===== src/rtl/hbs_pkg.sv =====
`timescale 1ns / 1ps
// hbs_pkg: shared widths, command codes and register indexes of the heightfield sampler
// no dependencies

package hbs_pkg;

   localparam int CMD_W      = 2;
   localparam int INDEX_W    = 14;
   localparam int HEIGHT_W   = 32;
   localparam int COORD_W    = 32;
   localparam int EXTENT_W   = 31;
   localparam int SIDE_W     = 8;
   localparam int FRAC_W     = 16;
   localparam int NORM_W     = FRAC_W + 1;
   localparam int NUM_W      = COORD_W + 2;
   localparam int DEN_W      = EXTENT_W + 1;
   localparam int DIV_STEPS  = FRAC_W;
   localparam int CNT_W      = $clog2(DIV_STEPS + 1);
   localparam int MUL_A_W    = HEIGHT_W + 1;
   localparam int MUL_B_W    = NORM_W + 1;
   localparam int PROD_W     = MUL_A_W + MUL_B_W;
   localparam int ROW_W      = 2 * SIDE_W;
   localparam int PADDR_W    = 3;
   localparam int PDATA_W    = 32;

   localparam logic [NORM_W-1:0] NORM_ONE = NORM_W'(1) << FRAC_W;

   localparam logic [CMD_W-1:0] CMD_WRITE  = 2'd0;
   localparam logic [CMD_W-1:0] CMD_SAMPLE = 2'd1;
   localparam logic [CMD_W-1:0] CMD_CLEAR  = 2'd2;

   localparam logic REG_EXTENT = 1'b0;
   localparam logic REG_SIDE   = 1'b1;

   localparam logic [EXTENT_W-1:0] EXTENT_RESET = 31'd65536;
   localparam logic [SIDE_W-1:0]   SIDE_RESET   = 8'd128;

endpackage


===== src/rtl/hbs_mul.sv =====
`timescale 1ns / 1ps
// hbs_mul: shared signed multiplier with registered product
// depends on hbs_pkg

module hbs_mul import hbs_pkg::*; (
   input  logic                      clock,
   input  logic signed [MUL_A_W-1:0] mul_a,
   input  logic signed [MUL_B_W-1:0] mul_b,
   output logic signed [PROD_W-1:0]  prod
);

   logic signed [PROD_W-1:0] prod_ff;

   always_ff @(posedge clock) begin
      prod_ff <= mul_a * mul_b;
   end

   assign prod = prod_ff;

endmodule


===== config.mk =====
export PLATFORM = sky130hd
export DESIGN_NAME = hbs_mul
export DESIGN_NICKNAME = d
export VERILOG_FILES = /design/src/rtl/hbs_pkg.sv /design/src/rtl/hbs_mul.sv
export SDC_FILE = /design/constraint.sdc
export NUM_CORES = 2
export LEC_CHECK = 0
export BUFFER_PORTS_ARGS = -buffer_cell sky130_fd_sc_hd__buf_4
export CORE_ASPECT_RATIO = 1.75
export CORE_MARGIN = 5
export CORE_UTILIZATION = 50
export CTS_BUF_LIST = sky130_fd_sc_hd__clkbuf_8
export DETAILED_ROUTE_END_ITERATION = 6
export GPL_ROUTABILITY_DRIVEN = 0
export GPL_TIMING_DRIVEN = 0
export PLACE_DENSITY = 0.67
export SLEW_MARGIN = 20
export SYNTH_ARGS = -nofsm -noshare
export SYNTH_HDL_FRONTEND = slang
export SYNTH_SLANG_ARGS = --single-unit

===== constraint.sdc =====
create_clock -name clock -period 8.8 [get_ports clock]
set_input_delay 0.88 -clock clock [delete_from_list [all_inputs] [get_ports clock]]
set_output_delay 0.88 -clock clock [all_outputs]
set_load 0.005 [all_outputs]

Word level (Yosys, flattened, before mapping)
Index checks and enable logic that the tools add are counted.
Word-level totals
  register bits after elaboration: 51
  input port bits: 52
  output and inout port bits: 51
Operators by class
  multiply operators: 1
Operator list (count)
  $mul 33x18->51: 1

Depth between registers and ports, before layout
  depth in word-level cells: 1
  mapped depth: 26
  depth with buffers taken out: 24

Least setup slack after synthesis
Ideal clock, no wire load.
  path type: in2reg
  start: input port mul_a[23]
  end: register prod_ff[45], in the netlist prod[45]
  library setup time: 72 ps
  data arrival time: 6604 ps
  data required time: 8728 ps
  setup slack: 2124 ps
  cell stages on the path: 24
  path buffers: 3
  cell sequence: clkbuf_1 -> clkbuf_1 -> nand2_1 -> fa_1 -> fa_1 -> fa_1 -> inv_1 -> fa_1 -> fa_1 -> inv_1 -> fa_1 -> inv_1 -> ha_1 -> clkbuf_2 -> a21oi_1 -> o2111ai_1 -> a221oi_1 -> nor2b_1 -> a31oi_4 -> o31ai_2 -> a311oi_4 -> o221ai_2 -> a21oi_2 -> xnor2_1
On the way
  longest elaborated chain between the ends: 1
RTL lines
  start, declared: RTL line hbs_mul.sv:7  | input logic signed [MUL_A_W-1:0] mul_a,
  $mul 33x18->51: RTL line hbs_mul.sv:15  | prod_ff <= mul_a * mul_b;
  end signal, assigned: RTL line hbs_mul.sv:15
  end, declared: RTL line hbs_mul.sv:12  | logic signed [PROD_W-1:0] prod_ff;
Every way passes these cells.

Worst setup path after layout
  start: input port mul_b[17]
  end: register prod_ff[50], in the netlist prod[50]
On the way
  longest elaborated chain between the ends: 1
RTL lines
  start, declared: RTL line hbs_mul.sv:8  | input logic signed [MUL_B_W-1:0] mul_b,
  $mul 33x18->51: RTL line hbs_mul.sv:15
Every way passes these cells.

==> results by group <==
Status
  • Status: finished clean

Worst setup path
  • CP arrival: about 8000 ps
  • Cell chain of the critical path: buf_4 -> inv_1 -> clkbuf_1 -> buf_1 -> nor2_1 -> fa_1 -> fa_1 -> fa_1 -> fa_1 -> fa_1 -> inv_1 -> fa_1 -> inv_1 -> ha_1 -> a21oi_1 -> o21ai_0 -> or2b_1 -> o211ai_1 -> or3b_4 -> o21ai_2 -> o211ai_1 -> a21o_1 -> a21oi_2 -> xnor2_1
  • Critical path type: in -> reg
  • Top cell by count, worst path: fa_1
  • CP Launch Type: primary input
  • CP Capture Type: register
  • Critical path's slowest cell: fa_1
  • Worst path top cell family by delay: adder cells
  • CP bufs+invs: 6
  • Crit Path Max Fanout: 10
  • Worst EP required: 9110 ps
  • Crit-path max cell delay: 750 ps

Cells and area
  • Layout cell share with drive strength beyond 1: 0.0479
  • Design area: between 0.02 and 0.025 mm2
  • Layout area overhead: 6.91%
  • Final net count: around 3200
  • Number of flip-flops in the largest register: 51
  • Fillers: approximately 4000

Yosys
  • Sequential-to-total area share from yosys stat: 0.0480
  • Avg Inst Size Synth: ~9 um2
  • Synthesis Warnings: 0
  • Post-synth EDFFs: 0
  • Number of distinct library cells after synthesis: 58
  • Synthesis-stage register bit count: 51
  • Largest area contributor in the netlist: fa_1
  • Main flop type after synthesis: dfxtp_1
  • Syn Inst Count: roughly 2300
  • Async SR Flop Fraction: 0
  • Top-area cell type share of the netlist area: 0.536
  • Mapped cell area: roughly 0.021 mm2
  • Syn Nets: around 3000
  • Ranking of synthesized cells by area: fa_1 54%, inv_1 11%, ha_1 7.2%

STA
  • Final hold vios: 0
  • RSZ-0062 raised after global routing: no
  • Crit path time final: about 8000 ps
  • Fin. max-slew vios: 0
  • Worst rel slew slack: 0.399
  • Final TNS setup: 0 ps
  • Period utilization: 0.893
  • Final setup violation count: 0
  • Fmax: ~130 MHz
  • Worst-Margin Slew: between 900 and 1000 ps
  • Worst hold slack: approximately 750 ps

Place
  • Number of port buffers: around 90
  • Post-placement cell area: about 0.023 mm2
  • DP HPWL: between 50000 and 60000 um

Floorplan
  • Core Footprint: approximately 0.042 mm2
  • Initial Utilization: 0.503
  • Chip width: approximately 170 um
  • Number of I/O pins: 103
  • Die Ht: roughly 280 um
  • Die ar.: ~0.047 mm2
  • Std-Cell Rows: 100

Flow run
  • Max-Cap Viols: 0

GRT
  • Total track usage: 0.287
  • First-pass GRT wire length: 101000 um
  • Vias in the first global route: about 18000
  • Grt ovf: 0
  • Largest net degree at the start of global routing: 19
  • Initial antenna violation count: 9

Route
  • Antenna viol nets, final: 0
  • DR iter-0 viols: ~800
  • Routed len/inst: 21.9 um
  • DRC Markers: 0
  • DR pass1 iterations: 6
  • Routed WL: between 60000 and 70000 um
  • DR vias/cell: 5.36
  • Via Count: around 16000

Min path
  • Worst min-delay path class: in -> reg

CTS
  • CTS-repair resized insts: 0
  • CTS tree: built
  • Clock Pin Slew Worst Setup and Hold Paths: between 100 and 150 ps
  • Clock Sinks: between 50 and 60
  • Inserted Clock Buffers: 5
  • Setup Buffers After CTS: 0
  • Post-CTS Hold Fix Bufs: 0
  • Root buf cell: clkbuf_8
  • CTS max path bufs: 2
  • # H-tree levels: 2
## layout by cell type (no fill, tap or decap), drive strengths merged, types with 4 or more instances in the layout
| master | n |
|---|---|
| o21bai | 5 |
| nand3 | 6 |
| nor3 | 8 |
| inv | 619 |
| o21a | 9 |
| nand2b | 7 |
| clkbuf | 107 |
| nor2b | 6 |
| fa | 569 |
| nor2 | 48 |
| a21oi | 45 |
| xor2 | 11 |
| ha | 123 |
| diode | 4 |
| dfxtp | 51 |
| o21ai | 26 |
| o211ai | 5 |
| xnor2 | 43 |
| a21boi | 4 |
| nand2 | 358 |
| a21o | 11 |
| and2 | 231 |
| buf | 90 |
| a31oi | 5 |
## synth_stat cells (2+ instances only)
library cell  number
or3_1              3
clkbuf_1         101
o21ai_0           23
and3_1             3
o21ai_1            2
and4_1             2
nand2_1          358
nor2_1            48
a21boi_0           3
a31oi_1            4
o211ai_1           5
nand4_1            3
xor2_1            11
nand2b_1           7
fa_1             569
o21a_1             9
a21oi_1           40
a31o_2             2
xnor2_1           43
dfxtp_1           51
nor2b_1            6
inv_1            618
nand3_1            6
o21bai_1           4
a21o_1            11
ha_1             123
nor3_1             8
and2_1           231
a21oi_2            4
o311ai_1           2
## path summary, 6_finish.rpt
check,start,endpoint,slack (ps),cells after the start
max,mul_b[17],prod[50],940,24
min,mul_b[0],prod[0],750,2
## layer usage
layer | wire length, um | vias up | track usage
met1 | 19300 | 8241 | 0.269
met3 | 3710 | 309 | 0.0479
met4 | 8010 | 4 | 0.273
li1 | - | 6799 | -
met5 | 23 | - | 0
met2 | 34400 | 676 | 0.524
## cell families (layout without fill, tap and decap cells)
logic type,after synthesis,in the layout,synth area share
buffers and inverters,722,818,0.128
other,0,4,0
XOR/XNOR,54,54,0.0222
adder cells (fa/ha/maj),692,692,0.608
AO/OA/AOI/OAI,129,129,0.0418
AND/OR/NAND/NOR,680,680,0.152
flip-flops,51,51,0.0480
## through the flow
stage / util / instances / setup WS (ps)
after floorplan: - / 2328 / 2120
after global placement: 0.535 / 2977 / 705
after detailed placement: 0.535 / 2977 / 618
after CTS: 0.537 / 2985 / 1010
after global routing: 0.538 / 2987 / 589
final: 0.538 / 2989 / 943
## cell type report
type | instances | area (um2) | area share
clock inverter | 3 | 27.5 | 0.00121
tap | 561 | 702 | 0.0309
sequential | 51 | 1020 | 0.0449
antenna | 4 | 10.0 | 0.000440
clock buffer | 5 | 68.8 | 0.00303
timing repair buffer | 88 | 661 | 0.0291
buffer | 104 | 399 | 0.0176
multi-input combinational | 1555 | 17500 | 0.771
inverter | 618 | 2320 | 0.102
Power is not shown: default switching activity piles up to over one toggle a cycle in this logic, so the estimate is an artifact.
