## src/rtl/hbs_pkg.sv

```systemverilog
`timescale 1ns / 1ps
// hbs_pkg: shared widths, command codes and register indexes of the heightfield sampler
// no dependencies

package hbs_pkg;

   localparam int CMD_W      = 2;
   localparam int INDEX_W    = 14;
   localparam int HEIGHT_W   = 32;
   localparam int COORD_W    = 32;
   localparam int EXTENT_W   = 31;
   localparam int SIDE_W     = 8;
   localparam int FRAC_W     = 16;
   localparam int NORM_W     = FRAC_W + 1;
   localparam int NUM_W      = COORD_W + 2;
   localparam int DEN_W      = EXTENT_W + 1;
   localparam int DIV_STEPS  = FRAC_W;
   localparam int CNT_W      = $clog2(DIV_STEPS + 1);
   localparam int MUL_A_W    = HEIGHT_W + 1;
   localparam int MUL_B_W    = NORM_W + 1;
   localparam int PROD_W     = MUL_A_W + MUL_B_W;
   localparam int ROW_W      = 2 * SIDE_W;
   localparam int PADDR_W    = 3;
   localparam int PDATA_W    = 32;

   localparam logic [NORM_W-1:0] NORM_ONE = NORM_W'(1) << FRAC_W;

   localparam logic [CMD_W-1:0] CMD_WRITE  = 2'd0;
   localparam logic [CMD_W-1:0] CMD_SAMPLE = 2'd1;
   localparam logic [CMD_W-1:0] CMD_CLEAR  = 2'd2;

   localparam logic REG_EXTENT = 1'b0;
   localparam logic REG_SIDE   = 1'b1;

   localparam logic [EXTENT_W-1:0] EXTENT_RESET = 31'd65536;
   localparam logic [SIDE_W-1:0]   SIDE_RESET   = 8'd128;

endpackage

```

## src/rtl/hbs_div.sv

```systemverilog
`timescale 1ns / 1ps
// hbs_div: restoring divider giving the clamped Q1.16 position num/den, one bit per cycle
// depends on hbs_pkg

module hbs_div import hbs_pkg::*; (
   input  logic                    clock,
   input  logic                    reset,
   input  logic                    start,
   input  logic signed [NUM_W-1:0] num,
   input  logic [DEN_W-1:0]        den,
   output logic                    done,
   output logic [NORM_W-1:0]       quot
);

   logic               busy_ff;
   logic               done_ff;
   logic [CNT_W-1:0]   cnt_ff;
   logic [DEN_W-1:0]   rem_ff;
   logic [DEN_W-1:0]   den_ff;
   logic [NORM_W-1:0]  quot_ff;

   logic [DEN_W:0]     rem_dbl;
   logic [DEN_W:0]     rem_sub;
   logic               rem_ge;

   assign rem_dbl = {rem_ff, 1'b0};
   assign rem_sub = rem_dbl - {1'b0, den_ff};
   assign rem_ge  = rem_dbl >= {1'b0, den_ff};

   always_ff @(posedge clock) begin
      if (reset) begin
         busy_ff <= 1'b0;
         done_ff <= 1'b0;
         cnt_ff  <= '0;
      end else begin
         done_ff <= 1'b0;
         if (start) begin
            if (num[NUM_W-1] || num == '0) begin
               quot_ff <= '0;
               done_ff <= 1'b1;
            end else if ($unsigned(num) >= {2'b00, den}) begin
               quot_ff <= NORM_ONE;
               done_ff <= 1'b1;
            end else begin
               rem_ff  <= num[DEN_W-1:0];
               den_ff  <= den;
               quot_ff <= '0;
               cnt_ff  <= CNT_W'(DIV_STEPS);
               busy_ff <= 1'b1;
            end
         end else if (busy_ff) begin
            rem_ff  <= rem_ge ? rem_sub[DEN_W-1:0] : rem_dbl[DEN_W-1:0];
            quot_ff <= {quot_ff[NORM_W-2:0], rem_ge};
            cnt_ff  <= cnt_ff - 1'b1;
            if (cnt_ff == CNT_W'(1)) begin
               busy_ff <= 1'b0;
               done_ff <= 1'b1;
            end
         end
      end
   end

   assign done = done_ff;
   assign quot = quot_ff;

endmodule

```

## config.mk

```make
export PLATFORM = sky130hd
export DESIGN_NAME = hbs_div
export DESIGN_NICKNAME = d
export VERILOG_FILES = /design/src/rtl/hbs_pkg.sv /design/src/rtl/hbs_div.sv
export SDC_FILE = /design/constraint.sdc
export NUM_CORES = 1
export LEC_CHECK = 0
export BUFFER_PORTS_ARGS = -buffer_cell sky130_fd_sc_hd__buf_2
export CAP_MARGIN = 0
export CORE_AREA = 2 2 114 172
export CTS_CLUSTER_DIAMETER = 200
export DETAILED_ROUTE_END_ITERATION = 7
export DIE_AREA = 0 0 116 174
export GPL_TIMING_DRIVEN = 0
export HOLD_SLACK_MARGIN = 0.03
export PLACE_DENSITY_LB_ADDON = 0.25
export SLEW_MARGIN = 20
export SYNTH_ARGS = -nofsm -noshare
export SYNTH_HDL_FRONTEND = slang
export SYNTH_SLANG_ARGS = --single-unit
```

## constraint.sdc

```tcl
create_clock -name clock -period 6.9 [get_ports clock]
set_input_delay 1.725 -clock clock [delete_from_list [all_inputs] [get_ports clock]]
set_output_delay 1.725 -clock clock [all_outputs]
set_load 0.005 [all_outputs]
```

### Word level (Yosys, flattened, before mapping)

Cells that the tools add are included.
Widths: inputs -> output; s select.

* $add $sub $neg: 2
* order comparisons: 2
* equality and inequality tests: 3
* muxes and demuxes: 23
* bitwise gates (word level): 3
* reductions and logical operators: 8

Operator list (count)
* $mux 32: 5
* $mux 17: 4
* $ge 34x32->1: 1
* $logic_not 34->1: 1
* $ge 33x32->1: 1
* $sub 32x32->32: 1
* $mux 5: 4
* $mux 1: 10
* $reduce_and 4->1: 2
* $eq 5x1->1 const B: 1
* $sub 5x1->5 const B: 1
* $ne 2x2->1 const B: 2
* $reduce_and 2->1: 2
* $not 1->1: 3
* $reduce_and 3->1: 1
* $reduce_bool 2->1: 1
* $logic_or 1x1->1: 1

* register bits after elaboration: 88
* bits of input ports: 69
* output and inout bits: 18
* logic and storage cells: 47

### Logic depth before layout (Yosys ltp)

Gate-level depths: netlist (run 1).

* depth after elaboration: 4
* gate-level depth with buffers: 13
* gate-level depth less buffers: 11

### Least setup slack after synthesis (run 1)

Ideal clock, no wire load.

* kind: input to register
* start point: in den[15]
* end point: reg rem_ff[0], enable pin
* setup time: 0.432 ns
* arrival: 5.023 ns
* required time: 6.468 ns
* slack: 1.445 ns
* stages: 10
* buffers on the path: 0
* cells stage by stage: inv_1 > ha_1 > a21o_1 > a221o_1 > a221oi_1 > o21ai_0 > nor3_1 > o31ai_1 > or2_2 > a21oi_1

* longest elaborated chain between the ends: 3

RTL lines
* start, declared: line hbs_div.sv:10 `input logic [DEN_W-1:0] den,`
* $ge 34x32->1: line hbs_div.sv:41 `end else if ($unsigned(num) >= {2'b00, den}) begin`
* $ne 2x2->1 (no source line)
* $reduce_and 4->1 (no source line)
* end signal, assigned: line hbs_div.sv:45 `rem_ff <= num[DEN_W-1:0];`
* end signal, assigned: line hbs_div.sv:52 `rem_ff <= rem_ge ? rem_sub[DEN_W-1:0] : rem_dbl[DEN_W-1:0];`
* end, declared: line hbs_div.sv:18 `logic [DEN_W-1:0] rem_ff;`

No other way between the ends.
A chain may end at the register's enable or synchronous reset.

### Worst setup path in the final report (run 1)

* start point: in num[15]
* end point: reg rem_ff[8], enable pin

* longest elaborated chain between the ends: 4
* elaborated cells on any way between the ends: 6

RTL lines
* start, declared: line hbs_div.sv:9 `input logic signed [NUM_W-1:0] num,`
* parallel branches: the longest is 3 deep, another holds $ge 34x32->1
* $reduce_and 4->1 (no source line) *

Every way passes the cells marked *.

==> impl_metrics.toml, run 1 <==
[synth]
synth_top_area_frac = 0.377
yosysWarnings = 0
yosysSeqAreaShare = 0.399
yosysTopAreaCell = "edfxtp_1"
syn_area_sq_um = 6440
synth_top_cells_by_area = "edfxtp_1, ha_1, inv_1, a21oi_1, a21o_1"
synth_fp_nets = 814
yosysUniqueCellTypes = 62
synthArstFlopShare = 0
synthFlopType = "edfxtp_1"
syn_inst = 678
syn_avg_cell_area_sq_um = 9.51
synth-seq-cells = 88
synth-edff-count = 81

[setup_path]
r2r_slack_ps = 3670
crit_type = "primary input to register"
endpoint_kind = "register"
rr_startpoint = "rem_ff[13]$_DFFE_PP_"
r2r_cells = 11
crit_end = "rem_ff[8]$_DFFE_PP_"
cp_max_fo = 17
r2r-end = "rem_ff[30]$_DFFE_PP_"
worst-endpoint-required_ps = 6970
startpoint_type = "primary input"
startpoint = "num[15]"
critPathArrivalTime_ps = 5260

[grt]
grt_pass1_vias = 5414
grt_max_degree = 19
grt.total_usage = 0.185
antenna_found_initial = 0
grt_overflow = 0
grt_pass1_wl_mm = 28.5

[route]
post_drt_wl_per_cell_um = 17.2
drt_first_pass_iters = 5
vias = 5282
routed_via_density = 5.09
drc = 0
ant_nets = 0
drt-total-wl_mm = 17.8
drt_iter0_drc = 190

[clocking]
post_cts_buffers = 0
clk_latency_ps = 360
clkTransAtPathRegs_ps = 70
cts_buffer_depth = 2
cts_tree = "yes"
cts_sinks = 88
root_buffer = "clkbuf_16"
htree_levels = 3
cts.repair.resized = 0
ctsHoldBuffers = 0
cts_buffers = 9

[cells_and_area]
multiInputGateArea_sq_um = 3470
diodes = 0
design_area_sq_um = 7560
final_common_cell = "buf_2"
fin_nets = 913
drive_gt1_frac = 0.182
regArea_sq_um = 2570
final_cell_mix = "buf_2, edfxtp_1, inv_1, ha_1, a21oi_1"
areaGrowthSynthToFinish_pct = 17.2
fill_cells = 1977

[sta]
tns_ps = 0
drv_slew = 0
hold_viol_final = 0
rsz0062_at_grt = "false"
period_share = 0.753
finalClockSkew_ps = 10.4
fmax_mhz = 192
max_slew.worst_pin.slew_ps = 806
maxSlewHeadroom = 0.462
post-route-min-period_ps = 5200
finalSetupViolCount = 0
timing.hold.ws_ps = 525

[worst_hold_path]
hold_path_depth = 1
hold_path.class = "register to register"

[die]
start_util = 0.343
dieHeight_um = 174
core_area_sq_um = 18800
ioPinCount = 87
rows = 62
fp.dieArea_sq_um = 20200
dieWidth_um = 116

[power]
ir_drop_v = 0.000142
power_leakage_nw = 3.30
power_mw = 1.27
p_per_area_nw_per_um2 = 168

[placement]
dpl_cell_area_sq_um = 7270
io_buffers = 86
hpwl_mm = 14.0
place_congestion = 0.866

[status]
status = "finished clean"

[run]
cap_viol_max_count = 0
-- cell families (layout without fill, tap and decap cells) --
group | count (synthesis) | after routing | share of synthesized area
flops | 88 | 88 | 0.399
mux | 20 | 20 | 0.0342
compound gates | 172 | 172 | 0.172
buf+inv | 106 | 210 | 0.0652
xor+xnor | 27 | 27 | 0.0367
simple gates | 198 | 198 | 0.162
fa+ha+maj | 67 | 67 | 0.131
-- sequential cells by signal (all words and copies together) (netlist names) --
signal	cells
den_ff	32
done	1
cnt_ff	5
rem_ff	32
busy_ff	1
quot	17
-- worst min-delay path by stage --
| stage | start | to | slack [ps] |
|---|---|---|---|
| detailed placement | cnt_ff[4]$_SDFFE_PP0P_ | cnt_ff[4]$_SDFFE_PP0P_ | 500 |
| global route | busy_ff$_SDFFE_PP0P_ | busy_ff$_SDFFE_PP0P_ | 560 |
| finish | cnt_ff[4]$_SDFFE_PP0P_ | cnt_ff[4]$_SDFFE_PP0P_ | 520 |
| floorplan | cnt_ff[4]$_SDFFE_PP0P_ | cnt_ff[4]$_SDFFE_PP0P_ | 470 |
| global placement | cnt_ff[4]$_SDFFE_PP0P_ | cnt_ff[4]$_SDFFE_PP0P_ | 500 |
| CTS | cnt_ff[4]$_SDFFE_PP0P_ | cnt_ff[4]$_SDFFE_PP0P_ | 520 |
-- power by group --
part / internal [mW] / total, mW / switching (mW)
sequential: 0.597 / 0.602 / 0.00523
combinational: 0.0774 / 0.180 / 0.103
clock: 0.251 / 0.486 / 0.235
-- routing by layer --
layer | vias up | GRT usage | part of all wire
li1 | 2644 | - | -
met1 | 2510 | 0.221 | 0.42
met2 | 99 | 0.328 | 0.52
met3 | 29 | 0.0345 | 0.036
met4 | 0 | 0.0630 | 0.026
met5 | - | 0 | 0
-- synth_stat cells (5+ instances only) --
| cell | count |
|---|---|
| nand3_1 | 11 |
| xnor2_1 | 9 |
| xor2_1 | 18 |
| edfxtp_1 | 81 |
| and3_1 | 10 |
| o21ai_0 | 36 |
| a21o_1 | 27 |
| mux2_2 | 16 |
| nor3_1 | 12 |
| ha_1 | 66 |
| nor3b_1 | 6 |
| a21oi_1 | 55 |
| nor2b_1 | 21 |
| a221o_1 | 6 |
| a211oi_1 | 7 |
| nor2_1 | 37 |
| clkbuf_1 | 16 |
| nand2b_1 | 12 |
| nor4_1 | 10 |
| a31oi_1 | 5 |
| dfxtp_1 | 7 |
| nand4_1 | 14 |
| nand2_1 | 47 |
| inv_1 | 78 |
-- area by class of cell --
cell class / count / area share
Buffer: 28 / 0.0169
Clock inverter: 7 / 0.00778
Clock buffer: 9 / 0.0298
Multi-Input combinational cell: 484 / 0.460
Sequential cell: 88 / 0.340
Inverter: 78 / 0.0387
Tap cell: 256 / 0.0424
Timing Repair Buffer: 88 / 0.0642
-- per-stage QoR --
step / cells / setup slack, ps / util
CTS: 1038 / 1610 / 0.402
global route: 1038 / 1530 / 0.402
finish: 1038 / 1700 / 0.402
floorplan: 678 / 1440 / -
detailed placement: 1022 / 1210 / 0.387
global placement: 1020 / -722 / 0.383
-- critical path: stages --
cell,delay [ps]
buf_2,130
ha_1,310
a21o_1,190
a221o_1,370
a221oi_1,280
o21ai_0,310
nor3_1,530
o31ai_1,200
or2_2,380
a21oi_4,600
buf_16,240
(Power assumes the default switching activity.)
==> inputs of run 2 (changes only) <==
- clock period: 6.9 -> 4.33 ns (I/O delays scaled with it)
==> run 2 against run 1 <==
Against the previous run:
- global-route usage barely moved
- clock power rose by 64%
- worst setup slack got worse by 1400 ps
- register-to-register slack got worse by 2700 ps
- flip-flop and latch count did not move
- critical path type unchanged
==> impl_metrics.toml, run 2 (synthesized netlist as in run 1, its figures left out) <==
[clocking]
cts_tree = "yes"
cts_buffers = 9
root_buffer = "clkbuf_16"
cts_sinks = 88
cts_buffer_depth = 2
htree_levels = 3
clkTransAtPathRegs_ps = 70
clk_latency_ps = 360

[placement]
dpl_cell_area_sq_um = 7270
hpwl_mm = 14.1
io_buffers = 86
place_congestion = 0.870
dp.cells = 1022

[setup_path]
cp_max_fo = 17
worst-endpoint-required_ps = 4390
r2r_cells = 11
endpoint_kind = "register"
rr_startpoint = "rem_ff[13]$_DFFE_PP_"
r2r-end = "rem_ff[30]$_DFFE_PP_"
startpoint_type = "primary input"
r2r_slack_ps = 970
crit_type = "primary input to register"
critPathArrivalTime_ps = 4070

[power]
ir_drop_v = 0.000180
power_mw = 2.04
power_leakage_nw = 3.33
p_per_area_nw_per_um2 = 268

[die]
fp.dieArea_sq_um = 20200
dieHeight_um = 174
dieWidth_um = 116
core_area_sq_um = 18800
start_util = 0.343
ioPinCount = 87
rows = 62

[route]
vias = 5371
drt_first_pass_iters = 4
drt_iter0_drc = 160
routed_via_density = 5.16
post_drt_wl_per_cell_um = 17.2
drc = 0
drt-total-wl_mm = 17.9
ant_nets = 0

[sta]
period_share = 0.924
hold_viol_final = 0
finalClockSkew_ps = 9.19
finalSetupViolCount = 0
rsz0062_at_grt = "false"
maxSlewHeadroom = 0.461
drv_slew = 0
post-route-min-period_ps = 4000
max_slew.worst_pin.slew_ps = 808
fmax_mhz = 250

[grt]
grt_pass1_vias = 5483
grt_max_degree = 19
grt_pass1_wl_mm = 28.7
antenna_found_initial = 0
grt_overflow = 0
grt.total_usage = 0.185

[cells_and_area]
drive_gt1_frac = 0.186
fin_util = 0.406
diodes = 0
instances_no_fill = 1041
fill_cells = 1965
final_cell_mix = "buf_2, edfxtp_1, inv_1, ha_1, a21oi_1"
final_common_cell = "buf_2"
areaGrowthSynthToFinish_pct = 18.2
fin_nets = 916
design_area_sq_um = 7620

[status]
status = "finished clean"

[run]
cap_viol_max_count = 0

[worst_hold_path]
worstHoldEndpoint = "cnt_ff[4]$_SDFFE_PP0P_"
hold_path_depth = 1
hold_path.class = "register to register"
hp-start = "cnt_ff[4]$_SDFFE_PP0P_"
[run 2: cell count changes in the layout (fill, tap and decap cells not counted), moves of 2 or more]
cell      delta
clkinv_4     +2
buf_12       +2
inv_6        -4
inv_8        +3
[run 2: layer usage]
layer / vias to the layer above / GRT usage / wire [um]
met4: 0 / 0.0526 / 322
met3: 19 / 0.0282 / 697
li1: 2659 / - / -
met1: 2583 / 0.219 / 7370
met5: - / 0 / 0
met2: 110 / 0.340 / 9530
[run 2: cell type report]
type	count	area [sq um]	share of cell area
flip-flops and latches	88	2570	0.338
well taps	256	320	0.0420
plain buffers	28	128	0.0167
inverters	78	293	0.0384
clock buffers	9	225	0.0296
multi-input cells	484	3480	0.456
repair buffers	91	533	0.0700
clock inverters	7	70.1	0.00920
[run 2: critical path, cell delays in order]
cell and delay [ps]:
buf_2 140, ha_1 310, a21o_1 190, a221o_1 370, a221oi_1 280, o21ai_0 300, nor3_2 350, o31ai_1 160
or2_2 380, a21oi_4 280, buf_16 210
[run 2: worst max-delay path by stage]
stage             from                   end  slack, ps  cells past startpoint
2_1_floorplan  den[15]   rem_ff[0]$_DFFE_PP_        150                     10
3_3_place_gp   num[15]  rem_ff[14]$_DFFE_PP_      -1580                     10
3_5_place_dp   num[15]  rem_ff[15]$_DFFE_PP_       -660                     11
4_1_cts        num[15]  rem_ff[15]$_DFFE_PP_         60                     11
5_1_grt        num[15]  rem_ff[15]$_DFFE_PP_        120                     11
6_report       num[15]  rem_ff[15]$_DFFE_PP_        330                     11
[run 2: stage by stage]
stage                     setup slack (ps)  setup TNS (ps)  hold slack, ps
after floorplan                        146               0             467
after global placement               -1580          -94320             492
after detailed placement              -661          -35030             497
after CTS                             60.1               0             515
after global routing                   115               0             529
final                                  328               0             510
[run 2: repair_timing]
action / CTS / global route
hold endpoints to repair: 0 / 0
buffers inserted: 3 / 0
pin swaps: 2 / 0
resized for setup: 0 / 1
hold buffers: 0 / 0
setup endpoints to repair: 64 / 38
[run 2: where the power goes]
group	switching, mW	total [mW]	internal [mW]
clock	0.389	0.797	0.408
sequential	0.00831	0.959	0.950
combinational	0.164	0.289	0.125
